==> src/design/nrp_pkg.sv <==
// shared types and constants for the rmc position parser
`default_nettype none
package nrp_pkg;

  localparam logic [2:0] OC_NOT_RMC   = 3'd0;
  localparam logic [2:0] OC_BAD_CSUM  = 3'd1;
  localparam logic [2:0] OC_FEW_FLDS  = 3'd2;
  localparam logic [2:0] OC_VOID     = 3'd3;
  localparam logic [2:0] OC_BAD_COORD = 3'd4;
  localparam logic [2:0] OC_FIX      = 3'd5;

  localparam int unsigned INT_SAT = 99999;
  localparam int unsigned POS_W   = 35;

  // one finished line handed from the front to the back
  typedef struct packed {
    logic [2:0]  outcome;
    logic [16:0] lat_int;
    logic [23:0] lat_frac;   // fraction scaled to full digit count
    logic        lat_neg;
    logic [16:0] lon_int;
    logic [23:0] lon_frac;
    logic        lon_neg;
  } line_t;

endpackage
`default_nettype wire

==> src/design/nrp_queue.sv <==
// two-entry queue between front and back
`default_nettype none
module nrp_queue import nrp_pkg::*; (
  input  wire logic clk,
  input  wire logic rst,
  input  wire logic wr_valid,
  output logic      wr_ready,
  input  line_t     wr_data,
  output logic      rd_valid,
  input  wire logic rd_ready,
  output line_t     rd_data
);
  line_t      mem [2];
  logic       wp, rp;
  logic [1:0] cnt;
  wire wr = wr_valid && wr_ready;
  wire rd = rd_valid && rd_ready;
  assign wr_ready = cnt != 2'd2;
  assign rd_valid = cnt != 2'd0;
  assign rd_data  = mem[rp];
  always_ff @(posedge clk) begin
    if (rst) begin
      wp <= 1'b0; rp <= 1'b0; cnt <= '0;
    end else begin
      if (wr) wp <= ~wp;
      if (rd) rp <= ~rp;
      cnt <= cnt + 2'(wr) - 2'(rd);
    end
    if (wr) mem[wp] <= wr_data;
  end
  assert property (@(posedge clk) disable iff (rst) cnt <= 2'd2)
    else $error("queue overflow");
endmodule
`default_nettype wire

==> config.mk <==
export PLATFORM = sky130hd
export DESIGN_NAME = nrp_queue
export DESIGN_NICKNAME = d
export VERILOG_FILES = /design/src/design/nrp_pkg.sv /design/src/design/nrp_queue.sv
export SDC_FILE = /design/constraint.sdc
export NUM_CORES = 1
export LEC_CHECK = 0
export ABC_AREA = 1
export BUFFER_PORTS_ARGS = -buffer_cell sky130_fd_sc_hd__clkbuf_2
export CORE_MARGIN = 4
export CORE_UTILIZATION = 47
export CTS_CLUSTER_DIAMETER = 40
export CTS_CLUSTER_SIZE = 20
export DETAILED_ROUTE_END_ITERATION = 10
export PLACE_DENSITY = 0.87
export SLEW_MARGIN = 20
export SYNTH_ARGS = -nofsm -noshare
export SYNTH_HDL_FRONTEND = slang
export SYNTH_SLANG_ARGS = --single-unit
export TNS_END_PERCENT = 50
==> constraint.sdc <==
create_clock -name clk -period 4.57 [get_ports clk]
set_input_delay 0.457 -clock clk [delete_from_list [all_inputs] [get_ports clk]]
set_output_delay 0.457 -clock clk [all_outputs]
set_load 0.01 [all_outputs]
# After elaboration in Yosys (flattened, before gate mapping)
# Memory sizes are Yosys's and may differ from the RTL's. A register that Yosys moved wholly into a read port is not among the register bits.
# Index checks and enable logic that the tools add are counted.
# W data, S select, Z words.
# word_totals
mem_bits_ro	0
word_cells	16
ramBits	174
in_bits	91
ff_bits	4
latchBits	0
n_memories	1
# mem_list
memory	depth	width	read_ports	rd_ports_with_merged_regs	write_ports	line	source
mem	2	87	1	1	1	nrp_queue.sv:13	line_t mem [2];
# classes
n_shift	0
add_sub_neg	2
muxes	4
eq_ne	1
bitwise_logic	2
mul	0
div_mod_pow	0
order_cmp	0
reduce_logical	3
# ops
cell	n
$mux W1	4
$add A2 B1 Y2	1
$logic_and A1 B1 Y1	2
$ne A2 B2 Y1 const B	1
$not A1 Y1	2
$reduce_bool A2 Y1	1
$sub A2 B1 Y2	1

# Depth between registers and ports, before layout
# Gate-level depths: netlist of run 1.
# logic_depth
depth_word	4
ltp_mapped	11
depth_no_buf	11

# Worst setup path after synthesis of run 1
# No wires, ideal clock.
# synth_timing
path_type	register to register
startpoint	reg cnt[0]
endpoint	mem mem[0][0] (netlist bit), enable pin
path_slack_ns	-0.213
period_less_slack_ns	4.783
setup_ns	0.533
arrival_time_ns	4.251
n_path_buf	0
stages_incl_launch_ff	5
cell_sequence	dfxtp_1 -> inv_1 -> nand2_1 -> nand2_1 -> nor2_1
# synth_between
elab_chain_len	4
# synth_rtl
element	line	source
start: declaration	nrp_queue.sv:15	logic [1:0] cnt;
start signal: assignment	nrp_queue.sv:27	cnt <= cnt + 2'(wr) - 2'(rd);
$ne A2 B2 Y1	nrp_queue.sv:18	assign wr_ready = cnt != 2'd2;
net wr_ready	nrp_queue.sv:7	output logic wr_ready,
$logic_and A1 B1 Y1	nrp_queue.sv:16	wire wr = wr_valid && wr_ready;
$mux W1	nrp_queue.sv:29	if (wr) mem[wp] <= wr_data;
$mux W1 (not written as such)	nrp_queue.sv:29	
end: declaration	nrp_queue.sv:13	
# The timed path passes the listed nets, and every way through them passes these cells.

==> impl_metrics.csv, run 1 <==
group,metric,value,unit
place,place_hpwl,7.96,mm
hold_path,whs_path_depth,2,
yosys,syn_avg_cell_area,21.6,sq um
route,wl_per_cell,16.9,um
worst_setup_path,cp.required,4.11,ns
grt,track_usage,0.151,
clock_tree,cts_htree_levels,4,
floorplanning,rows,43,
clock_tree,clkTransAtPathRegs,0.06,ns
route,wl_met3,780,um
floorplanning,dieHeight,127,um
yosys,yosys.area.top_type_share,0.787,
outcome,status,"complete, no violations",
sta,tightest_slew,0.988,ns
worst_setup_path,crit_fanout,68,
sta,finalHoldViolations,0,
route,routed_wl,11.8,mm
grt,overflow,0,
floorplanning,start_util,0.479,
finish,num_antenna_cells,0,
sta,setup_violations,0,
finish,area_growth,25.2,%
hold_path,hold_class,"in2reg",
route,ant_nets,0,
worst_setup_path,worstReg2RegStart,"cnt[0]$_SDFF_PP0_",
clock_tree,insertion_delay,0.42,ns
floorplanning,die_area,16100,sq um
finish,nFillCells,1031,
place,gp_congestion,0.749,
worst_setup_path,slowest_stage,"dfxtp_4",
clock_tree,cts.sink_count,179,
worst_setup_path,reg2reg_to,"mem[0][3]$_DFFE_PP_",
flow_run,maxCapViolCount,0,
worst_setup_path,end_kind,"primary output",
worst_setup_path,crit_path_cell_trace,"buf_4 > mux2_2 > clkbuf_2",
grt,antenna_found_initial,0,
yosys,ys_seq_area_frac,0.802,
floorplanning,ioPinCount,180,
sta,finalClockSkew,0.00606,ns
route,wl_met1,4.76,mm
grt,grt_pass1_vias,3682,
route,drt_iter0_drc,264,
yosys,yosysWarnings,0,
worst_setup_path,reg2regPathDepth,5,
hold_path,min_to,"cnt[0]$_SDFF_PP0_",
route,vias,3422,
sta,max_clock_freq,0.342,GHz
yosys,ys_ff_latch,179,
clock_tree,cts_root_buffer,"clkbuf_16",
route,post-route-drc-count,0,
route,drtPass1Iterations,4,
yosys,yosys-top-cells-area,"edfxtp_1, mux2_2, mux2_4",
route,top_layer_used,"met4",
sta,slew_headroom,0.341,
sta,post-route-min-period,2.93,ns
floorplanning,die_x,127,um
clock_tree,cts_resized,0,
clock_tree,post_cts_buffers,0,
yosys,yosysTopAreaCell,"edfxtp_1",
worst_setup_path,critPathKind,"reg2out",
yosys,ys_types,12,
yosys,synth_area,6640,sq um
worst_setup_path,critPathLaunchType,"register",
finish,layout.nets,594,
worst_setup_path,r2r_setup_slack,2.80,ns
pwr,power_leakage,0.00324,uW
sta,period_share,0.640,
pwr,ir_drop,358,uV
hold_path,hp-start,"rst",
clock_tree,numCtsBuffers,17,
worst_setup_path,cp.arrival,2.47,ns
sta,rsz0062_at_grt,"no",
finish,drive_gt1_frac,0.593,
pwr,total_power,4620,uW
clock_tree,hold_buffers,0,
clock_tree,clk_path_buf_depth,2,
yosys,syn_nets,401,
route,wl_met2,6.10,mm
yosys,synthCells,308,
worst_setup_path,max_stage_delay,0.98,ns
sta,fin_tns_setup,0,ns
floorplanning,core_area,13900,sq um
route,viasPerCell,4.93,
pwr,power_density,555,nW/um^2
sta,slew_viol_final,0,
clock_tree,cts_tree,"built",
place,portBuffers,179,
grt,grt_first_pass_wirelength,18.4,mm
grt,grt_max_degree,69,
[per-layer routing]
layer  GRT usage  vias to the layer above
li1            -                     1593
met1       0.185                     1689
met2       0.248                      128
met3      0.0484                       12
met4      0.0637                        0
met5           0                        -
[report_power, final]
part | internal, uW | leakage [uW] | switching, uW
registers | 2080 | 0.00167 | 130
logic | 495 | 0.00129 | 504
clock network | 810 | 0.000275 | 601
total | 3380 | 0.00324 | 1230
[placed cells by master, fill, tap and decap left out]
| cell | count |
|---|---|
| mux2_2 | 57 |
| dfxtp_4 | 1 |
| clkinv_1 | 1 |
| clkinv_2 | 3 |
| clkinvlp_4 | 4 |
| nor2_1 | 8 |
| dfxtp_1 | 4 |
| mux2_4 | 30 |
| clkbuf_16 | 17 |
| a21oi_1 | 2 |
| buf_4 | 5 |
| edfxtp_1 | 174 |
| inv_8 | 1 |
| nand3_1 | 3 |
| inv_6 | 2 |
| inv_1 | 7 |
| clkinv_4 | 3 |
| bufinv_16 | 2 |
| nand2_1 | 8 |
| clkbuf_2 | 179 |
| ha_1 | 2 |
| nor2_4 | 1 |
[synthesized netlist by cell type]
cell type and count:
edfxtp_1 174, mux2_2 57, mux2_4 30, nor2_1 9
inv_1 8, nand2_1 8, buf_2 5, buf_6 5
dfxtp_1 5, nand3_1 3, a21oi_1 2, ha_1 2
[through the flow]
step / instance area [sq um] / setup slack, ns / util / cells / hold slack (ns)
detailed placement: 7730 / 2.05 / 0.557 / 662 / 0.492
global placement: 7730 / 2.12 / 0.557 / 662 / 0.486
global route: 8320 / 1.51 / 0.599 / 694 / 0.186
CTS: 8320 / 1.59 / 0.599 / 694 / 0.177
finish: 8320 / 1.64 / 0.599 / 694 / 0.202
floorplan: 6650 / 1.25 / - / 308 / 0.467
[cell families after synthesis]
group                    after synthesis  synth area share
AO/OA/AOI/OAI                          2           0.00151
adder cells (fa/ha/maj)                2           0.00377
buffers and inverters                 18            0.0168
flip-flops                           179             0.802
multiplexers                          87             0.164
AND/OR/NAND/NOR                       20            0.0119
[worst max-delay path by stage]
| stage | startpoint | end |
|---|---|---|
| global route | register | rd_data[46] |
| CTS | register | rd_data[46] |
| detailed placement | register | rd_data[46] |
| floorplan | cnt[0]$_SDFF_PP0_ | mem[0][0]$_DFFE_PP_ |
| global placement | register | rd_data[51] |
| finish | register | rd_data[46] |
[layout make-up]
| class | count | area (sq um) | area share |
|---|---|---|---|
| sequential | 179 | 5330 | 0.641 |
| multi-input combinational | 111 | 1210 | 0.146 |
| timing repair buffer | 184 | 933 | 0.112 |
| clock buffer | 17 | 425 | 0.0512 |
| tap | 180 | 225 | 0.0271 |
| clock inverter | 15 | 159 | 0.0191 |
| inverter | 8 | 31.3 | 0.00376 |
[sequential cells by signal, summed over array words and instances, names as in the netlist, named ones only]
| name | cells |
|---|---|
| cnt | 2 |
| mem | 174 |
| rp | 1 |
| wp | 1 |
[critical path, delay by kind of cell, from the launching register on]
kind | cells | cell delay, ns
buf+inv | 2 | 0.60
flops | 1 | 0.98
mux | 1 | 0.39
No activity file was read; power rests on OpenSTA's default activity.
==> run 2, diff against run 1 <==
==> constraint.sdc (replaced) <==
create_clock -name clk -period 2.6 [get_ports clk]
set_input_delay 0.26 -clock clk [delete_from_list [all_inputs] [get_ports clk]]
set_output_delay 0.26 -clock clk [all_outputs]
set_load 0.01 [all_outputs]
==> run 2 against run 1 <==
Die area did not move. Clock power rose by 74%. Via count fell by 0.50%. Largest cell class unchanged. Total power rose by 75%. Combinational power rose by 89%. Non-clock buffer count rose by 2. Global-route usage rose by 0.25 points. Largest power group unchanged. Clock-buffer cell count did not move. Clock skew fell by 0.0016 ns.
==> impl_metrics.csv, run 2 (synthesis gave the netlist of run 1 again) <==
group,metric,value,unit
outcome,status,"complete, no violations",
finish,num_antenna_cells,0,
route,routed_wl,11.8,mm
worst_setup_path,reg2reg_to,"mem[0][29]$_DFFE_PP_",
grt,grt_pass1_vias,3732,
clock_tree,cts.sink_count,179,
pwr,ir_drop,526,uV
worst_setup_path,cp.required,2.34,ns
hold_path,min_to,"mem[1][8]$_DFFE_PP_",
floorplanning,ioPinCount,180,
finish,area_growth,25.6,%
worst_setup_path,crit_family,"buffers and inverters",
place,pre_cts_slack,0.927,ns
clock_tree,clk_path_buf_depth,2,
grt,track_usage,0.153,
worst_setup_path,worstReg2RegStart,"cnt[0]$_SDFF_PP0_",
pwr,switching_share,0.265,
worst_setup_path,critPathKind,"reg2out",
route,post-route-drc-count,0,
worst_setup_path,slowest_stage,"buf_4",
sta,setup_violations,0,
sta,fin_hold_ws,0.0308,ns
worst_setup_path,crit_path_cell_trace,"buf_4 > mux2_2 > clkbuf_2",
finish,mostFrequentLayoutCells,"clkbuf_2, edfxtp_1, mux2_2, mux2_4, clkbuf_16",
grt,grt_max_degree,48,
worst_setup_path,cp.arrival,1.81,ns
floorplanning,rows,43,
pwr,p_sw,2150,uW
grt,overflow,0,
pwr,p_int,5960,uW
floorplanning,start_util,0.479,
sta,fin_tns_setup,0,ns
worst_setup_path,critPathLaunchType,"register",
floorplanning,die_x,127,um
sta,finalHoldViolations,0,
worst_setup_path,worst-path-buf-inv,2,
route,vias,3405,
sta,slew_viol_final,0,
pwr,power_leakage,0.00326,uW
clock_tree,cts_tree,"built",
clock_tree,cts_root_buffer,"clkbuf_16",
route,ant_nets,0,
route,wl_per_cell,17.0,um
place,placed_area,7750,sq um
finish,largest_register,"mem",
sta,post-route-min-period,2.07,ns
floorplanning,core_area,13900,sq um
worst_setup_path,r2r_setup_slack,0.92,ns
floorplanning,die_area,16100,sq um
worst_setup_path,reg2regPathDepth,5,
clock_tree,clkTransAtPathRegs,0.06,ns
finish,layout.nets,596,
pwr,seq_power_share,0.464,
finish,largest_register_ffs,174,
sta,max_clock_freq,0.483,GHz
place,portBuffers,179,
flow_run,maxCapViolCount,0,
route,drtPass1Iterations,6,
route,viasPerCell,4.89,
finish,layout_top_registers,"mem (174), cnt (2)",
finish,drive_gt1_frac,0.595,
worst_setup_path,crit_fanout,40,
finish,fin_area,8340,sq um
sta,rsz0062_at_grt,"no",
pwr,power_frac_comb,0.233,
worst_setup_path,end_kind,"primary output",
hold_path,hold_class,"in2reg",
hold_path,whs_path_depth,1,
pwr,total_power,8100,uW
place,gp_congestion,0.774,
finish,final_common_cell,"clkbuf_2",
floorplanning,dieHeight,127,um
sta,fin_ws,0.528,ns
sta,slew_headroom,0.593,
pwr,power_density,971,nW/um^2
sta,finalClockSkew,0.00444,ns
worst_setup_path,max_stage_delay,0.47,ns
clock_tree,insertion_delay,0.41,ns
pwr,clock_power_share,0.303,
clock_tree,post_cts_buffers,0,
sta,period_share,0.797,
route,drt_iter0_drc,155,
place,place_hpwl,8.21,mm
clock_tree,numCtsBuffers,17,
clock_tree,cts_htree_levels,4,
grt,antenna_found_initial,0,
grt,grt_first_pass_wirelength,18.8,mm
hold_path,hp-start,"wr_data[8]",
sta,tightest_slew,0.610,ns
## run 2: repair_timing
| action | 4_1_cts | 5_1_grt |
|---|---|---|
| hold buffers | 0 | 1 |
| endpoints found under the hold margin | 0 | 1 |
| resized for setup | 0 | 0 |
## run 2: routing by layer
| metal | up-vias | global-route usage | share of wire |
|---|---|---|---|
| met4 | 0 | 0.0587 | 0.011 |
| met5 | - | 0 | 0 |
| li1 | 1593 | - | - |
| met2 | 136 | 0.264 | 0.53 |
| met3 | 12 | 0.0535 | 0.070 |
| met1 | 1664 | 0.176 | 0.39 |
## run 2: worst max path at each step
| stage | slack (ns) | endpoint | cells after the start | start |
|---|---|---|---|---|
| 3_5_place_dp | 0.93 | mem[0][82]$_DFFE_PP_ | 5 | cnt[0]$_SDFF_PP0_ |
| 4_1_cts | 0.49 | rd_data[22] | 3 | register |
| 5_1_grt | 0.42 | rd_data[22] | 3 | register |
| 6_report | 0.53 | rd_data[3] | 3 | register |
| 2_1_floorplan | -0.18 | mem[1][0]$_DFFE_PP_ | 4 | cnt[0]$_SDFF_PP0_ |
| 3_3_place_gp | 0.96 | mem[0][84]$_DFFE_PP_ | 5 | cnt[0]$_SDFF_PP0_ |
## run 2: power groups by stage
stage	clock network (uW)	logic [uW]	registers, uW
after floorplan	0	1250	3800
after global placement	0	1860	3800
after detailed placement	0	1920	3830
after CTS	2510	1930	3770
after global routing	2670	2050	3800
final	2450	1890	3760
## run 2: through the flow
step,util,std cells
after global placement,0.559,663
after detailed placement,0.559,663
after global routing,0.601,696
final,0.601,696
after floorplan,-,308
after CTS,0.600,695
## run 2: final cells by class
cell class | instances | area (sq um)
Sequential cell | 179 | 5330
Inverter | 8 | 31.3
Clock buffer | 17 | 425
Timing Repair Buffer | 186 | 963
Clock inverter | 15 | 156
Tap cell | 180 | 225
Multi-Input combinational cell | 111 | 1210
Fill cell | 1000 | 5540
