**src/design/nrp_pkg.sv**
```systemverilog
// shared types and constants for the rmc position parser
`default_nettype none
package nrp_pkg;

  localparam logic [2:0] OC_NOT_RMC   = 3'd0;
  localparam logic [2:0] OC_BAD_CSUM  = 3'd1;
  localparam logic [2:0] OC_FEW_FLDS  = 3'd2;
  localparam logic [2:0] OC_VOID     = 3'd3;
  localparam logic [2:0] OC_BAD_COORD = 3'd4;
  localparam logic [2:0] OC_FIX      = 3'd5;

  localparam int unsigned INT_SAT = 99999;
  localparam int unsigned POS_W   = 35;

  // one finished line handed from the front to the back
  typedef struct packed {
    logic [2:0]  outcome;
    logic [16:0] lat_int;
    logic [23:0] lat_frac;   // fraction scaled to full digit count
    logic        lat_neg;
    logic [16:0] lon_int;
    logic [23:0] lon_frac;
    logic        lon_neg;
  } line_t;

endpackage
`default_nettype wire

```
**src/design/nrp_front.sv**
```systemverilog
// front part: per-character line parsing, emits one line summary at newline
`default_nettype none
module nrp_front import nrp_pkg::*; #(
  parameter int LINE_BUFFER_BYTES = 128,
  parameter int FRACTION_DIGITS   = 5
) (
  input  wire logic       clk,
  input  wire logic       rst,
  input  wire logic       in_valid,
  output logic            in_ready,
  input  wire logic [7:0] in_byte,
  output logic            line_valid,
  input  wire logic       line_ready,
  output line_t           line
);
  localparam int CW = $clog2(LINE_BUFFER_BYTES);
  localparam int FW = 24;
  localparam int NW = $clog2(FRACTION_DIGITS + 1);

  logic [CW-1:0] char_count;
  logic [6:0]    field_number;
  logic [1:0]    header_match;
  logic [7:0]    running_xor, xor_at_last_star, given_checksum, status_char;
  logic          star_seen, hex_active, field_fresh;
  logic [16:0]   coord_integer [2];
  logic [FW-1:0] coord_fraction [2];
  logic [NW-1:0] frac_count [2];
  logic          f_ne [2], f_neg [2], f_frac [2], f_stop [2], f_hemi [2];

  assign in_ready = !line_valid || line_ready;
  wire take = in_valid && in_ready;
  wire nl   = in_byte == 8'h0A;
  wire [7:0] c = in_byte;
  wire is_dig = c >= "0" && c <= "9";
  wire [3:0] dig = c[3:0];

  logic [4:0] hv; // bit4 = valid
  always_comb begin
    if (is_dig) hv = {1'b1, dig};
    else if (c >= "A" && c <= "F") hv = {1'b1, 4'(c - 8'd55)};
    else if (c >= "a" && c <= "f") hv = {1'b1, 4'(c - 8'd87)};
    else hv = 5'd0;
  end

  // fraction scaled up to FRACTION_DIGITS digits
  function automatic logic [FW-1:0] scale_frac(logic [FW-1:0] f, logic [NW-1:0] n);
    logic [FW-1:0] r;
    r = f;
    for (int i = 0; i < 7; i++)
      if (i < FRACTION_DIGITS && NW'(i) >= n) r = FW'(r * 10);
    return r;
  endfunction

  logic [2:0] oc;
  always_comb begin
    if (char_count < CW'(6) || header_match == 2'b00) oc = OC_NOT_RMC;
    else if (!star_seen || xor_at_last_star != given_checksum) oc = OC_BAD_CSUM;
    else if (field_number < 7'd6) oc = OC_FEW_FLDS;
    else if (status_char != "A") oc = OC_VOID;
    else if (!f_ne[0] || !f_ne[1]) oc = OC_BAD_COORD;
    else oc = OC_FIX;
  end

  always_ff @(posedge clk) begin
    if (rst) begin
      line_valid <= 1'b0;
    end else if (take && nl) begin
      line_valid <= 1'b1;
    end else if (line_ready) begin
      line_valid <= 1'b0;
    end
    if (take && nl) begin
      line.outcome  <= oc;
      line.lat_int  <= coord_integer[0];
      line.lat_frac <= scale_frac(coord_fraction[0], frac_count[0]);
      line.lat_neg  <= f_neg[0] ^ f_hemi[0];
      line.lon_int  <= coord_integer[1];
      line.lon_frac <= scale_frac(coord_fraction[1], frac_count[1]);
      line.lon_neg  <= f_neg[1] ^ f_hemi[1];
    end
  end

  always_ff @(posedge clk) begin
    if (rst || (take && nl)) begin
      char_count <= '0; field_number <= '0; header_match <= 2'b11;
      running_xor <= '0; xor_at_last_star <= '0; star_seen <= 1'b0;
      given_checksum <= '0; hex_active <= 1'b0; field_fresh <= 1'b1;
      status_char <= '0;
      for (int k = 0; k < 2; k++) begin
        coord_integer[k] <= '0; coord_fraction[k] <= '0; frac_count[k] <= '0;
        f_ne[k] <= 1'b0; f_neg[k] <= 1'b0; f_frac[k] <= 1'b0;
        f_stop[k] <= 1'b0; f_hemi[k] <= 1'b0;
      end
    end else if (take && char_count < CW'(LINE_BUFFER_BYTES - 1)) begin
      char_count <= char_count + 1'b1;
      unique case (char_count)
        CW'(0): if (c != "$") header_match <= 2'b00;
        CW'(1): if (c != "G") header_match <= 2'b00;
        CW'(2): header_match <= header_match & {c == "N", c == "P"};
        CW'(3): if (c != "R") header_match <= 2'b00;
        CW'(4): if (c != "M") header_match <= 2'b00;
        CW'(5): if (c != "C") header_match <= 2'b00;
        default: ;
      endcase
      if (char_count != '0) begin
        running_xor <= running_xor ^ c;
        if (c == "*") begin
          xor_at_last_star <= running_xor; star_seen <= 1'b1;
          given_checksum <= '0; hex_active <= 1'b1;
        end else if (hex_active) begin
          if (hv[4]) given_checksum <= {given_checksum[3:0], hv[3:0]};
          else hex_active <= 1'b0;
        end
      end
      if (c == ",") begin
        if (field_number != 7'd127) field_number <= field_number + 1'b1;
        field_fresh <= 1'b1;
      end else begin
        field_fresh <= 1'b0;
        for (int k = 0; k < 2; k++) begin
          if (field_number == 7'(3 + 2 * k)) begin
            f_ne[k] <= 1'b1;
            if (!f_stop[k]) begin
              if (field_fresh && (c == "-" || c == "+")) begin
                if (c == "-") f_neg[k] <= 1'b1;
              end else if (is_dig) begin
                if (f_frac[k]) begin
                  if (frac_count[k] < NW'(FRACTION_DIGITS)) begin
                    coord_fraction[k] <= FW'(coord_fraction[k] * 10 + dig);
                    frac_count[k] <= frac_count[k] + 1'b1;
                  end
                end else begin
                  coord_integer[k] <= (21'(coord_integer[k]) * 10 + 21'(dig) > 21'(INT_SAT))
                    ? 17'(INT_SAT) : 17'(21'(coord_integer[k]) * 10 + 21'(dig));
                end
              end else if (c == "." && !f_frac[k]) begin
                f_frac[k] <= 1'b1;
              end else begin
                f_stop[k] <= 1'b1;
              end
            end
          end
          if (field_number == 7'(4 + 2 * k) && field_fresh && (c == "S" || c == "W"))
            f_hemi[k] <= 1'b1;
        end
        if (field_number == 7'd2 && field_fresh) status_char <= c;
      end
    end
  end

  assert property (@(posedge clk) disable iff (rst) line_valid && !line_ready |=> $stable(line))
    else $error("line summary changed while held");
  assert property (@(posedge clk) disable iff (rst) take && nl |=> char_count == '0)
    else $error("line state not cleared at newline");
  assert property (@(posedge clk) disable iff (rst) header_match != 2'b11 || char_count < CW'(3))
    else $error("header variant unresolved past third char");
endmodule
`default_nettype wire

```
**config.mk**
```make
export PLATFORM = sky130hd
export DESIGN_NAME = nrp_front
export DESIGN_NICKNAME = d
export VERILOG_FILES = /design/src/design/nrp_pkg.sv /design/src/design/nrp_front.sv
export SDC_FILE = /design/constraint.sdc
export NUM_CORES = 1
export LEC_CHECK = 0
export ABC_CLOCK_PERIOD_IN_PS = 9900
export BUFFER_PORTS_ARGS = -buffer_cell sky130_fd_sc_hd__clkbuf_2
export CORE_UTILIZATION = 58
export DETAILED_ROUTE_END_ITERATION = 10
export PLACE_DENSITY_LB_ADDON = 0.12
export SLEW_MARGIN = 20
export SYNTH_ARGS = -nofsm -noshare
export SYNTH_HDL_FRONTEND = slang
export SYNTH_SLANG_ARGS = --single-unit
```
**constraint.sdc**
```tcl
create_clock -name clk -period 9.9 [get_ports clk]
set_clock_uncertainty 0.1 [all_clocks]
set_input_delay 0.99 -clock clk [delete_from_list [all_inputs] [get_ports clk]]
set_output_delay 0.99 -clock clk [all_outputs]
set_load 0.02 [all_outputs]
```
---- Word level (Yosys, flattened, before mapping) ----
Memories as Yosys holds them, arrays and structs flattened.
Index checks and enable logic that the tools add are counted.
operators by class
  muxes and demuxes ....................... 168
  multiply operators ...................... 12
  bitwise gates (word level) .............. 21
  $lt $le $gt $ge ......................... 23
  shift operators ......................... 0
  equality and inequality tests ........... 33
  add/sub/neg operators ................... 10
  divide/modulo/power cells ............... 0
  reduce and logical (&&, ||, !) cells .... 42
operator list
  operator               count
  $mux 24                20
  $mul 24x3->23 const B  10
  $mux 1                 128
  $mux 17                4
  $gt 32x17->1 const B   2
  $add 24x4->24          2
  $add 21x4->22          2
  $eq 8x6->1 const B     5
  $mul 17x3->20 const B  2
  $ne 8x7->1 const B     5
  $eq 7x3->1 const B     5
  $eq 8x7->1 const B     4
  $eq 7x2->1 const B     4
  $mux 8                 3
  $ge 8x7->1 const B     2
  $le 8x7->1 const B     2
  $or 1x1->1             16
  $mux 5                 3
  $add 7x1->7 const B    2
  $logic_and 1x1->1      14
  $lt 7x3->1 const B     2
  $mux 2                 7
  $ge 1x3->1 const A     4
  $ge 2x3->1 const A     4
  32 further kinds       57
word-level totals
  latch bits .............................. 0
  input port bits ......................... 12
  memory bits (read-only) ................. 0
  bits in registers ....................... 139
  memories kept ........................... 8
  memory bits (writable) .................. 98
  logic and storage cells ................. 339
memories
  memory          depth  bits a word  rd ports  clocked after memory_dff  wr ports  RTL line         RTL
  coord_fraction  2      24           2         0                         2         nrp_front.sv:26  logic [FW-1:0] coord_fraction [2];
  coord_integer   2      17           2         0                         2         nrp_front.sv:25  logic [16:0] coord_integer [2];
  frac_count      2      3            2         0                         2         nrp_front.sv:27  logic [NW-1:0] frac_count [2];
  f_frac          2      1            2         0                         2         nrp_front.sv:28  logic f_ne [2], f_neg [2], f_frac [2], f_stop [2], f_hemi [2];
  f_hemi          2      1            2         0                         2         nrp_front.sv:28
  f_ne            2      1            2         0                         2         nrp_front.sv:28
  +2 memories     --     --           --        --                        --        --

---- Longest topological paths before layout ----
  word-level depth ........................ 16
  mapped depth ............................ 47
  mapped depth without buffers ............ 45

---- Worst setup path before layout ----
OpenSTA, ideal clock, no wires.
  path kind ............................... register -> register
  from .................................... memory frac_count[0][4] (netlist bit)
  to ...................................... register line[24] (netlist bit), data pin
  library setup time ...................... 0.269 ns
  path buffers ............................ 2
  setup slack ............................. -0.052 ns
  period minus slack after synthesis ...... 9.952 ns
  arrival ................................. 9.584 ns
  stages on the path, launching flop included .. 47
  path through ............................ edfxtp_1 inv_1 ha_1 a21oi_1 or2_2 clkbuf_1 buf_1 mux2i_1 inv_1 ha_1 ha_1 a21o_1 a21oi_1 o21bai_1 a21oi_1 o21ai_0 xor2_1 o21ai_0 [11 not listed] ha_1 ha_1 or3_1 a211oi_1 nor2_1 and2_1 o31ai_1 ha_1 ha_1 a21o_1 a21o_1 a21o_1 a2111oi_0 nor3_1 xnor3_1 xor2_1 xnor2_1 mux2i_1
RTL lines
  element      RTL line         RTL
  from (decl)  nrp_front.sv:27
  to (decl)    nrp_front.sv:14  output line_t line

==> flow_summary.json <==
{
  "power_frac_clock": 0.126,
  "antenna_found_initial": 0,
  "arrival_ns": 9.64,
  "grt_pass1_wl_um": 101700,
  "fmaxAchievable_mhz": 105.9,
  "dp_hpwl_um": 48980,
  "power.share.sequential": 0.160,
  "synth_top_family_by_area": "adder cells",
  "synth_compound_area_frac": 0.1731,
  "synthTopCellsByArea": "ha_1, edfxtp_1, xnor2_1",
  "status": "finished clean",
  "hold_viol_final": 0,
  "first_pass_iters": 5,
  "post-route-min-period_ns": 9.441,
  "drv_slew": 0,
  "grt_max_degree": 73,
  "row_count": 76,
  "die_w_um": 211.1,
  "tightestPinTransition_ns": 1.097,
  "swShare": 0.4536,
  "crit_type": "flop to flop",
  "cp_slowest_stage_delay_ns": 0.43,
  "htreeDepth": 1,
  "synthFlopType": "edfxtp_1",
  "required_ns": 10.10,
  "vdd_ir_drop_max_mv": 0.3486,
  "dpl_worst_slack_ns": 0.007794,
  "numCtsBuffers": 28,
  "ys.warnings.count": 0,
  "grtUsageTotal": 0.2775,
  "combPwrFrac": 0.714,
  "initial_utilization": 0.5888,
  "synthMuxAreaShare": 0.02289,
  "io_buffer_count": 100,
  "yosys.area.top_type_share": 0.2289,
  "met1Wirelength_um": 28500,
  "slew_headroom": 0.2687,
  "ant_nets": 0,
  "drive_above_1_share": 0.1281,
  "fin_total_pwr_mw": 8.235,
  "syn_to_final_growth_pct": 11.05,
  "first_global_vias": 20610,
  "hold_buffers": 0,
  "route.detailed.drc": 0,
  "leakagePower_nw": 12.90,
  "cp_max_fo": 3,
  "ys_ff_latch": 237,
  "cts_tree": "built",
  "cpMostUsedCell": "ha_1",
  "syn-num-nets": 3363,
  "drt_wl_total_um": 62900,
  "ys_seq_area_frac": 0.2601,
  "yosys.area_share.simple": 0.1782,
  "synth_xor_xnor_area_share": 0.09486,
  "synth-edff-count": 185,
  "grt_overflow": 0,
  "synth.most_common_cell": "ha_1",
  "drt_iter0_drc": 1190,
  "gp_congestion": 0.9204,
  "via_count": 21340,
  "synth_area_per_cell_um2": 8.834,
  "synth_cells": 2871,
  "synth-adder-area-share": 0.2415,
  "routedWlPerCell_um": 17.41,
  "ys_types": 99,
  "nets": 3498,
  "dr_wl_met2_um": 30120,
  "synthTopCellsByCount": "ha_1, nor2_1, nand2_1",
  "synth_top_cell_by_area": "ha_1",
  "die_area_um2": 44570,
  "hp-class": "flop to flop",
  "p_switching_mw": 3.735,
  "cts.reportedPaths.clkPinSlew_ns": 0.08,
  "rsz0062_at_grt": "yes",
  "top_layer_used": "met4",
  "vias_per_cell": 5.906,
  "critPathSlowestCell": "edfxtp_1",
  "wl_met3_um": 2786,
  "synthArstFlopShare": 0,
  "pwr_density_cell_nw_per_um2": 292.4,
  "clock_latency_ns": 0.59,
  "cap_violations": 0,
  "setup_ws_ns": 0.4592,
  "setup_viol": 0,
  "clockBufferDepth": 3,
  "pin_count": 101,
  "clock_sinks": 237,
  "crit_path_end_kind": "flop",
  "min_period_over_period": 0.9536,
  "cp-start-kind": "flop",
  "die_y_um": 211.1,
  "syn_area_um2": 25360,
  "cts-root-buf": "clkbuf_16",
  "antenna_cells": 0,
  "core_area_um2": 43080,
  "cell_internal_pwr_mw": 4.500
}
final timing paths:
path | start | endpoint | slack, ns | cells past startpoint
max reg2reg | coord_fraction[0][27]$_SDFFCE_PP0P_ | line[24]$_DFFE_PP_ | 0.46 | 43
min reg2reg | star_seen$_SDFFE_PP0P_ | star_seen$_SDFFE_PP0P_ | 0.37 | 2
min | star_seen$_SDFFE_PP0P_ | star_seen$_SDFFE_PP0P_ | 0.37 | 2
max | coord_fraction[0][27]$_SDFFCE_PP0P_ | line[24]$_DFFE_PP_ | 0.46 | 43
final cells by class:
cell class              instances  area, um^2
well taps                     585       732.0
repair buffers                184        1139
flip-flops and latches        237        6596
inverters                     116       437.9
multi-input cells            2439       18350
fillers                      3660       14910
clock inverters                19       171.4
clock buffers                  33       739.5
power groups by stage:
stage / combinational [mW] / clock, mW / sequential, mW
6_report: 5.88 / 1.04 / 1.32
5_1_grt: 6.60 / 1.10 / 1.32
4_1_cts: 5.72 / 1.06 / 1.32
3_5_place_dp: 5.67 / 0 / 1.34
3_3_place_gp: 5.48 / 0 / 1.34
2_1_floorplan: 4.32 / 0 / 1.33
registers in the layout, indices dropped and copies added (netlist names), 2 cells and up:
register / cells
f_hemi: 2
line: 87
xor_at_last_star: 8
frac_count: 6
f_stop: 2
f_neg: 2
running_xor: 8
f_frac: 2
f_ne: 2
char_count: 7
coord_integer: 34
field_number: 7
status_char: 8
coord_fraction: 48
header_match: 2
given_checksum: 8
cells in the final DEF (no fill, tap or decap), types with 52 or more instances in the layout:
master / instances
clkbuf_2: 100
nand3_1: 63
o21ai_0: 143
xnor2_1: 143
ha_1: 459
inv_1: 115
nor3_1: 64
a21oi_1: 192
xor2_1: 118
buf_4: 82
edfxtp_1: 185
dfxtp_1: 52
a21o_1: 66
nor2_1: 294
nand2_1: 288
kinds of logic (layout without fill, tap and decap cells):
logic type | after synthesis | in the layout
xor gates and xnor gates | 269 | 269
muxes | 55 | 55
DFF | 237 | 237
buffers and inverters | 195 | 352
AOI/OAI and AO/OA | 682 | 682
adders and majority gates | 480 | 480
and+or+nand+nor | 953 | 953
timing repair:
item,CTS,global route
gates cloned,0,0
setup buffers,0,9
pin swaps,0,6
endpoints found under the setup margin,1,9
gates resized for setup,3,82
per-layer routing:
layer | vias to the layer above | GRT usage
li1 | 10730 | -
met1 | 10060 | 0.3674
met2 | 473 | 0.4833
met3 | 76 | 0.02334
met4 | 0 | 0.07521
met5 | - | 0
worst max-delay path: cells and delay by family (launching register included):
family | cells | cell delay (ns)
mux | 2 | 0.33
xor+xnor | 6 | 0.95
flops | 1 | 0.43
fa+ha+maj | 11 | 3.33
simple gates | 5 | 0.78
compound gates | 16 | 2.98
buf+inv | 3 | 0.24
per-stage QoR:
step                      TNS (ns)  instances    util  cell area (um^2)  hold slack [ns]
after CTS                        0       3604  0.6457             27810           0.3652
after floorplan                  0       2871       -             25360           0.3318
after global placement           0       3551  0.6239             26880           0.3473
after global routing      -0.05089       3613  0.6538             28160           0.3859
after detailed placement         0       3552  0.6242             26890           0.3556
final                            0       3613  0.6538             28160           0.3663
(Power assumes the default switching activity.)
