<file path="config.mk">
export PLATFORM = sky130hd
export DESIGN_NAME = nrp_back
export DESIGN_NICKNAME = d
export VERILOG_FILES = /design/src/design/nrp_pkg.sv /design/src/design/nrp_back.sv
export SDC_FILE = /design/constraint.sdc
export NUM_CORES = 2
export LEC_CHECK = 0
export ABC_CLOCK_PERIOD_IN_PS = 15400
export BUFFER_PORTS_ARGS = -buffer_cell sky130_fd_sc_hd__buf_2
export CAP_MARGIN = 20
export CORE_AREA = 2 2 385 387
export CTS_CLUSTER_DIAMETER = 200
export DETAILED_ROUTE_END_ITERATION = 10
export DIE_AREA = 0 0 387 389
export GPL_TIMING_DRIVEN = 1
export HOLD_SLACK_MARGIN = 0.06
export SYNTH_ARGS = -nofsm -noshare
export SYNTH_HDL_FRONTEND = slang
export SYNTH_SLANG_ARGS = --single-unit
export TNS_END_PERCENT = 20
</file>
<file path="constraint.sdc">
create_clock -name clk -period 15.4 [get_ports clk]
set_input_delay 0.77 -clock clk [delete_from_list [all_inputs] [get_ports clk]]
set_output_delay 0.77 -clock clk [all_outputs]
set_load 0.01 [all_outputs]
</file>
<file path="src/design/nrp_pkg.sv">
// shared types and constants for the rmc position parser
`default_nettype none
package nrp_pkg;

  localparam logic [2:0] OC_NOT_RMC   = 3'd0;
  localparam logic [2:0] OC_BAD_CSUM  = 3'd1;
  localparam logic [2:0] OC_FEW_FLDS  = 3'd2;
  localparam logic [2:0] OC_VOID     = 3'd3;
  localparam logic [2:0] OC_BAD_COORD = 3'd4;
  localparam logic [2:0] OC_FIX      = 3'd5;

  localparam int unsigned INT_SAT = 99999;
  localparam int unsigned POS_W   = 35;

  // one finished line handed from the front to the back
  typedef struct packed {
    logic [2:0]  outcome;
    logic [16:0] lat_int;
    logic [23:0] lat_frac;   // fraction scaled to full digit count
    logic        lat_neg;
    logic [16:0] lon_int;
    logic [23:0] lon_frac;
    logic        lon_neg;
  } line_t;

endpackage
`default_nettype wire

</file>
<file path="src/design/nrp_back.sv">
// back part: converts coordinates over pipeline stages, holds stored fix, output register
`default_nettype none
module nrp_back import nrp_pkg::*; #(
  parameter int FRACTION_DIGITS = 5
) (
  input  wire logic              clk,
  input  wire logic              rst,
  input  wire logic              in_valid,
  output logic                   in_ready,
  input  line_t                  in_line,
  output logic                   out_valid,
  input  wire logic              out_ready,
  output logic [2:0]             out_outcome,
  output logic                   out_fix_valid,
  output logic signed [POS_W-1:0] out_lat,
  output logic signed [POS_W-1:0] out_lon
);
  localparam longint P10R  = 10 ** (7 - FRACTION_DIGITS);
  // reciprocal of 100 for integer parts below 2^17: d = (ip * RCP100) >> 24
  localparam longint RCP100 = (64'd1 << 24) / 100 + 1;
  // reciprocal of 60 for minutes below 1e9: q = (m * RCP60) >> 38
  localparam longint RCP60  = (64'd1 << 38) / 60 + 1;

  // stage 1: degrees split off the integer part
  // stage 2: minutes scaled to 10^7
  // stage 3: degrees plus minutes / 60
  logic        s1_v, s2_v, s3_v;
  logic [2:0]  s1_oc, s2_oc, s3_oc;
  logic [16:0] s1_ip [2];
  logic [23:0] s1_fr [2];
  logic [16:0] s1_deg [2], s2_deg [2];
  logic [29:0] s2_min [2];
  logic        s1_neg [2], s2_neg [2], s3_neg [2];
  logic [33:0] s3_mag [2];
  logic [POS_W-1:0] st_pos [2];
  logic        st_valid;

  wire adv = !out_valid || out_ready;
  assign in_ready = adv;

  function automatic logic [16:0] div100(logic [16:0] ip);
    return 17'((longint'(ip) * RCP100) >> 24);
  endfunction

  always_ff @(posedge clk) begin
    if (rst) begin
      s1_v <= 1'b0; s2_v <= 1'b0; s3_v <= 1'b0; out_valid <= 1'b0; st_valid <= 1'b0;
      st_pos[0] <= '0; st_pos[1] <= '0;
    end else if (adv) begin
      s1_v <= in_valid;
      s2_v <= s1_v;
      s3_v <= s2_v;
      out_valid <= s3_v;
      if (s3_v) begin
        if (s3_oc == OC_VOID) st_valid <= 1'b0;
        if (s3_oc == OC_FIX) st_valid <= 1'b1;
      end
      if (s3_v && s3_oc == OC_FIX)
        for (int k = 0; k < 2; k++)
          st_pos[k] <= s3_neg[k] ? POS_W'(-{1'b0, s3_mag[k]}) : POS_W'(s3_mag[k]);
    end
  end

  always_ff @(posedge clk) begin
    if (adv) begin
      s1_oc <= in_line.outcome;
      s1_ip[0] <= in_line.lat_int;
      s1_ip[1] <= in_line.lon_int;
      s1_fr[0] <= in_line.lat_frac;
      s1_fr[1] <= in_line.lon_frac;
      s1_deg[0] <= div100(in_line.lat_int);
      s1_deg[1] <= div100(in_line.lon_int);
      s1_neg[0] <= in_line.lat_neg;
      s1_neg[1] <= in_line.lon_neg;
      s2_oc <= s1_oc;
      s3_oc <= s2_oc;
      for (int k = 0; k < 2; k++) begin
        s2_neg[k] <= s1_neg[k];
        s2_deg[k] <= s1_deg[k];
        // (ip % 100) * 10^7 + fraction * 10^(7-fd), rem taken as ip - deg * 100
        s2_min[k] <= 30'(longint'(s1_ip[k]) * 10000000 + longint'(s1_fr[k]) * P10R
                    - longint'(s1_deg[k]) * 1000000000);
        s3_neg[k] <= s2_neg[k];
        s3_mag[k] <= 34'(longint'(s2_deg[k]) * 10000000
                    + ((longint'(s2_min[k]) * RCP60) >>> 38));
      end
    end
  end

  assign out_fix_valid = st_valid;
  assign out_lat = st_pos[0];
  assign out_lon = st_pos[1];
  always_ff @(posedge clk) if (adv) out_outcome <= s3_oc;

  assert property (@(posedge clk) disable iff (rst)
      out_valid && !out_ready |=> out_valid && $stable(out_outcome))
    else $error("result dropped while stalled");
endmodule
`default_nettype wire

</file>
[After elaboration in Yosys (flattened, before gate mapping)]
Memory sizes are Yosys's and may differ from the RTL's.
Cells that the tools add are included.
Storage, ports and cells
  register bits: 17
  memory bits (writable): 342
  bits of input ports: 91
  logic and storage cells: 62
  memories: 10
Memories
  st_pos: words 2, width 35, rd ports 2, clocked after memory_dff 0, wr ports 2, RTL line nrp_back.sv:35  | logic [POS_W-1:0] st_pos [2];
  s3_mag: words 2, width 34, rd ports 2, clocked after memory_dff 0, wr ports 2, RTL line nrp_back.sv:34  | logic [33:0] s3_mag [2];
  s2_min: words 2, width 30, rd ports 2, clocked after memory_dff 0, wr ports 2, RTL line nrp_back.sv:32  | logic [29:0] s2_min [2];
  s1_fr: words 2, width 24, rd ports 2, clocked after memory_dff 0, wr ports 2, RTL line nrp_back.sv:30  | logic [23:0] s1_fr [2];
  s1_ip: words 2, width 17, rd ports 2, clocked after memory_dff 0, wr ports 2, RTL line nrp_back.sv:29  | logic [16:0] s1_ip [2];
  s2_deg: words 2, width 17, rd ports 2, clocked after memory_dff 0, wr ports 2, RTL line nrp_back.sv:31  | logic [16:0] s1_deg [2], s2_deg [2];
  4 more memories
Operators by class
  add/sub/neg operators: 8
  $mul: 12
  eq/ne operators: 2
  mux-type cells: 14
  bitwise operators: 2
  reductions and logical operators: 5
Operators by type and width (number)
  35-bit 2-to-1 mux: 4
  30-bit by 32-bit multiplier with 62-bit output, second input constant: 2
  17-bit by 18-bit multiplier with 35-bit output, second input constant: 2
  34-bit negation with 35-bit output: 2
  34-bit by 25-bit adder with 34-bit output: 2
  30-bit adder: 2
  30-bit subtractor: 2
  24-bit by 5-bit multiplier with 28-bit output, second input constant: 2
  17-bit by 17-bit multiplier with 27-bit output, second input constant: 2
  17-bit by 17-bit multiplier with 23-bit output, second input constant: 2
  17-bit by 21-bit multiplier with 21-bit output, second input constant: 2
  1-bit 2-to-1 mux: 10
  3-bit by 2-bit == test with 1-bit output, second input constant: 1
  3-bit == test, second input constant: 1
  3-bit AND reduction: 1
  1-bit bitwise OR: 2
  2-bit nonzero test: 1
  1-bit logical AND: 1
  1-bit logical NOT: 1
  1-bit logical OR: 1

[Logic depth before layout (Yosys ltp)]
  depth in word-level cells: 7
  gate-level depth with buffers: 35
  depth with buffers taken out: 35

[Worst setup path after synthesis]
No wires, ideal clock.
  kind: input-to-reg
  from: input out_ready
  to: memory st_pos[0][0], enable pin
  library setup time: 512 ps
  arrival: 13022 ps
  required time: 14888 ps
  slack: 1865 ps
  stages: 4
  cell sequence: nand2b_1 -> clkbuf_1 -> nand4_1 -> o21bai_1
RTL lines
  start: declaration: RTL line nrp_back.sv:12  | input wire logic out_ready,
  end: declaration: RTL line nrp_back.sv:35

==> flow_summary.html <==
<table>
<tr><th>Metric</th><th>Value</th></tr>
<tr><th colspan="2">Logic synthesis</th></tr>
<tr><td>Netlist Area Pre-Place</td><td>65400 um^2</td></tr>
<tr><td>Flip-flop and latch count after synthesis</td><td>343</td></tr>
<tr><td>Number of distinct library cell variants in the gate-level netlist after synthesis</td><td>77</td></tr>
<tr><td>Post-synth EDFFs</td><td>338</td></tr>
<tr><td>Sequential-to-total area share from yosys stat</td><td>0.157</td></tr>
<tr><td>Avg Cell Area, Syn</td><td>10.2 um^2</td></tr>
<tr><td>Syn. warnings</td><td>0</td></tr>
<tr><td>Share of synthesized registers carrying an async set or reset</td><td>0</td></tr>
<tr><td>Top_reg_cell synth</td><td>sky130_fd_sc_hd__edfxtp_1</td></tr>
<tr><td>Net count after synthesis</td><td>8938</td></tr>
<tr><td>Gate Count Post-Synth</td><td>6415</td></tr>
<tr><th colspan="2">Floorplanning</th></tr>
<tr><td>Initial Util</td><td>0.446</td></tr>
<tr><td>Number of placement rows</td><td>141</td></tr>
<tr><td>Die Y</td><td>389 um</td></tr>
<tr><td>Horizontal die dimension</td><td>387 um</td></tr>
<tr><td>Area of the core</td><td>147000 um^2</td></tr>
<tr><td>Full die area</td><td>151000 um^2</td></tr>
<tr><td>Ports</td><td>167</td></tr>
<tr><th colspan="2">GRT</th></tr>
<tr><td>Total GRT Usage</td><td>0.187</td></tr>
<tr><td>Number of antenna violations at the first check in global routing</td><td>3</td></tr>
<tr><td>Via count of the first global-routing pass</td><td>45115</td></tr>
<tr><td>Pin count of the biggest net entering global routing</td><td>74</td></tr>
<tr><td>First-pass GRT wire length</td><td>230000 um</td></tr>
<tr><td>Total congestion overflow</td><td>0</td></tr>
<tr><th colspan="2">Clocking</th></tr>
<tr><td>Buffer depth of the longest clock path</td><td>3</td></tr>
<tr><td>Setup Fix Bufs, Post-CTS</td><td>0</td></tr>
<tr><td>Number of buffers created by CTS</td><td>46</td></tr>
<tr><td>TritonCTS clock tree</td><td>yes</td></tr>
<tr><td>Clock input transition at the sequential cells of the worst setup and hold paths</td><td>0.06 ns</td></tr>
<tr><td>Total number of clock tree sinks</td><td>343</td></tr>
<tr><td>Clk Latency, worst-skew pair</td><td>0.63 ns</td></tr>
<tr><td>Total of hold buffers inserted after clock tree synthesis</td><td>0</td></tr>
<tr><td>H-tree Lvls</td><td>2</td></tr>
<tr><td>Clock Root Buffer</td><td>sky130_fd_sc_hd__clkbuf_16</td></tr>
<tr><td>PostCTS Resize Cnt</td><td>0</td></tr>
<tr><th colspan="2">Route</th></tr>
<tr><td>Residual antenna-violating net count after detailed routing</td><td>0</td></tr>
<tr><td>DRC violation count after routing</td><td>0</td></tr>
<tr><td>Routed len/inst</td><td>15.8 um</td></tr>
<tr><td>Routed vias/inst</td><td>4.93</td></tr>
<tr><td>Iteration-0 DRC count of the detailed router</td><td>1564</td></tr>
<tr><td>Total iterations of the first detailed-routing run</td><td>5</td></tr>
<tr><td>Vias post-DR</td><td>42397</td></tr>
<tr><td>Total routed wirelength</td><td>136000 um</td></tr>
<tr><th colspan="2">Cells and area</th></tr>
<tr><td>Fraction of final layout cells with drive strength greater than 1</td><td>0.0444</td></tr>
<tr><td>Synth-to-layout area growth</td><td>7.40%</td></tr>
<tr><td>Most common cell after layout, fill and taps aside</td><td>sky130_fd_sc_hd__inv_1</td></tr>
<tr><td>Commonest cells after routing, fill and taps aside</td><td>sky130_fd_sc_hd__inv_1, sky130_fd_sc_hd__ha_1, sky130_fd_sc_hd__fa_1</td></tr>
<tr><td>Final layout net count</td><td>9147</td></tr>
<tr><th colspan="2">Critical path</th></tr>
<tr><td>Worst Setup End Kind</td><td>register</td></tr>
<tr><td>Worst endpoint data arrival time</td><td>9.79 ns</td></tr>
<tr><td>Biggest cell delay along the critical path</td><td>0.66 ns</td></tr>
<tr><td>R2R Setup Slk</td><td>5.95 ns</td></tr>
<tr><td>Depth of the worst register-to-register path</td><td>35</td></tr>
<tr><td>Maximum net fanout on the critical path</td><td>5</td></tr>
<tr><td>Master of the slowest instance on the critical path</td><td>sky130_fd_sc_hd__fa_1</td></tr>
<tr><td>Startpoint-to-endpoint class of the critical path</td><td>register to register</td></tr>
<tr><td>Required arrival time at the worst endpoint</td><td>15.74 ns</td></tr>
<tr><td>Terminus of the critical flop-to-flop path</td><td>s3_mag[0][31]$_DFFE_PN_</td></tr>
<tr><td>Crit start category</td><td>register</td></tr>
<tr><td>Reg-to-Reg Start</td><td>s2_min[0][20]$_DFFE_PN_</td></tr>
<tr><th colspan="2">Timing</th></tr>
<tr><td>Setup TNS</td><td>0 ns</td></tr>
<tr><td>Fraction of the cycle the final worst path needs</td><td>0.614</td></tr>
<tr><td>Max transition margin</td><td>0.313</td></tr>
<tr><td>Post-route minimum period</td><td>9.45 ns</td></tr>
<tr><td>Setup repair after global routing missed its margin</td><td>false</td></tr>
<tr><td>Worst-Margin Slew</td><td>1.03 ns</td></tr>
<tr><td>Maximum achievable frequency</td><td>106 MHz</td></tr>
<tr><td>Total of endpoints with negative setup slack in the final report</td><td>0</td></tr>
<tr><td>Fin Clk Skew</td><td>0.0384 ns</td></tr>
<tr><td>Number of max-slew violations in the final report</td><td>0</td></tr>
<tr><td>Final Hold Vio Count</td><td>0</td></tr>
<tr><th colspan="2">Min path</th></tr>
<tr><td>Hold Path Origin</td><td>in_line[59]</td></tr>
<tr><td>Hold depth</td><td>1</td></tr>
<tr><td>Hold/Removal Path Class</td><td>primary input to register</td></tr>
<tr><td>End point of the worst hold path</td><td>s1_fr[0][16]$_DFFE_PN_</td></tr>
<tr><th colspan="2">Placed design</th></tr>
<tr><td>Port buffer count</td><td>166</td></tr>
<tr><td>Final estimated routing congestion in global placement</td><td>0.872</td></tr>
<tr><td>HPWL Detailed</td><td>121000 um</td></tr>
<tr><th colspan="2">Flow run</th></tr>
<tr><td>Max-cap viol count</td><td>0</td></tr>
<tr><th colspan="2">Run status</th></tr>
<tr><td>Status</td><td>complete, no violations</td></tr>
</table>
-- worst max-delay path by stage --
| stage | end | from | depth (start not counted) |
|---|---|---|---|
| 2_1_floorplan | st_pos[0][0]$_SDFFCE_PN0P_ | out_ready | 4 |
| 3_3_place_gp | s3_mag[0][31]$_DFFE_PN_ | s2_min[0][20]$_DFFE_PN_ | 35 |
| 5_1_grt | s3_mag[0][31]$_DFFE_PN_ | s2_min[0][20]$_DFFE_PN_ | 35 |
| 6_report | s3_mag[0][31]$_DFFE_PN_ | s2_min[0][20]$_DFFE_PN_ | 35 |
| 4_1_cts | s3_mag[0][31]$_DFFE_PN_ | s2_min[0][20]$_DFFE_PN_ | 35 |
| 3_5_place_dp | s3_mag[0][31]$_DFFE_PN_ | s2_min[0][20]$_DFFE_PN_ | 35 |
-- through the flow --
step,instance area (um^2),setup WS [ns],hold slack (ns),std cells,util
after floorplan,65400,1.87,0.400,6415,-
after global placement,68700,6.29,0.403,8505,0.469
after detailed placement,68700,5.97,0.407,8505,0.469
after CTS,70300,5.96,0.242,8590,0.479
after global routing,70300,5.28,0.256,8592,0.479
final,70300,5.95,0.307,8592,0.479
-- metal layers --
| layer | global-route usage | routed length (um) |
|---|---|---|
| met1 | 0.275 | 69500 |
| met2 | 0.303 | 60500 |
| met3 | 0.0167 | 3770 |
| met4 | 0.0284 | 1880 |
| met5 | 0 | 0 |
-- Yosys cell counts (all sizes together) (6+ instances only) --
library cell	instances	area [um^2]
inv	1661	6230
ha	1630	20400
fa	802	16100
edfxtp	338	10100
nor2	256	961
xnor2	234	2050
a21oi	219	1100
xor2	165	1450
nand2	144	541
o21ai	144	721
a21o	108	811
nand3	79	395
nor3	78	390
nand2b	50	328
o21a	48	360
nor2b	37	231
o21bai	35	263
or3	29	191
a211oi	25	188
and3	24	150
o31ai	24	185
or2	23	144
o211ai	21	158
a31oi	19	119
nand4	19	119
and2	17	106
clkbuf	15	56.3
o41ai	15	158
a21boi	14	105
or4	14	113
nor4	13	111
a211o	11	96.3
o31a	10	87.6
a2111oi	9	78.8
a41oi	7	61.3
o2111ai	7	61.3
mux2i	6	60.1
o22ai	6	37.5
o311ai	6	52.6
-- sequential cells by signal, summed over array words and instances (netlist names), 22 cells and up --
name	cells
s2_min	56
s1_deg	22
s2_deg	22
s1_ip	34
s1_fr	48
st_pos	70
s3_mag	68
-- final cells by class --
| class | count | area [um^2] |
|---|---|---|
| tap | 1930 | 2410 |
| clock buffer | 52 | 1190 |
| timing repair buffer | 177 | 911 |
| inverter | 1661 | 6230 |
| clock inverter | 33 | 363 |
| antenna | 1 | 2.50 |
| fill | 13664 | 76300 |
| sequential | 343 | 10200 |
| multi-input combinational | 4395 | 48900 |
-- worst max-delay path, delay by kind of cell (launching register included) --
kind | cells | cell delay, ns
XOR/XNOR | 1 | 0.16
AO/OA/AOI/OAI | 15 | 3.65
AND/OR/NAND/NOR | 4 | 0.51
flip-flops | 1 | 0.45
buffers and inverters | 5 | 0.47
adder cells (fa/ha/maj) | 10 | 3.91
-- cell families (layout without fill, tap and decap cells) --
family / count (synthesis) / in the layout / synth area share
buf+inv: 1677 / 1923 / 0.0962
other cells: 0 / 1 / 0
flops: 343 / 343 / 0.157
xor+xnor: 401 / 401 / 0.0541
fa+ha+maj: 2432 / 2432 / 0.557
compound gates: 753 / 753 / 0.0746
mux: 6 / 6 / 0.000918
simple gates: 803 / 803 / 0.0603
Power is left out: the tool's default activity adds up to more than one toggle a clock period on the data nets, which glitch-free logic cannot reach.
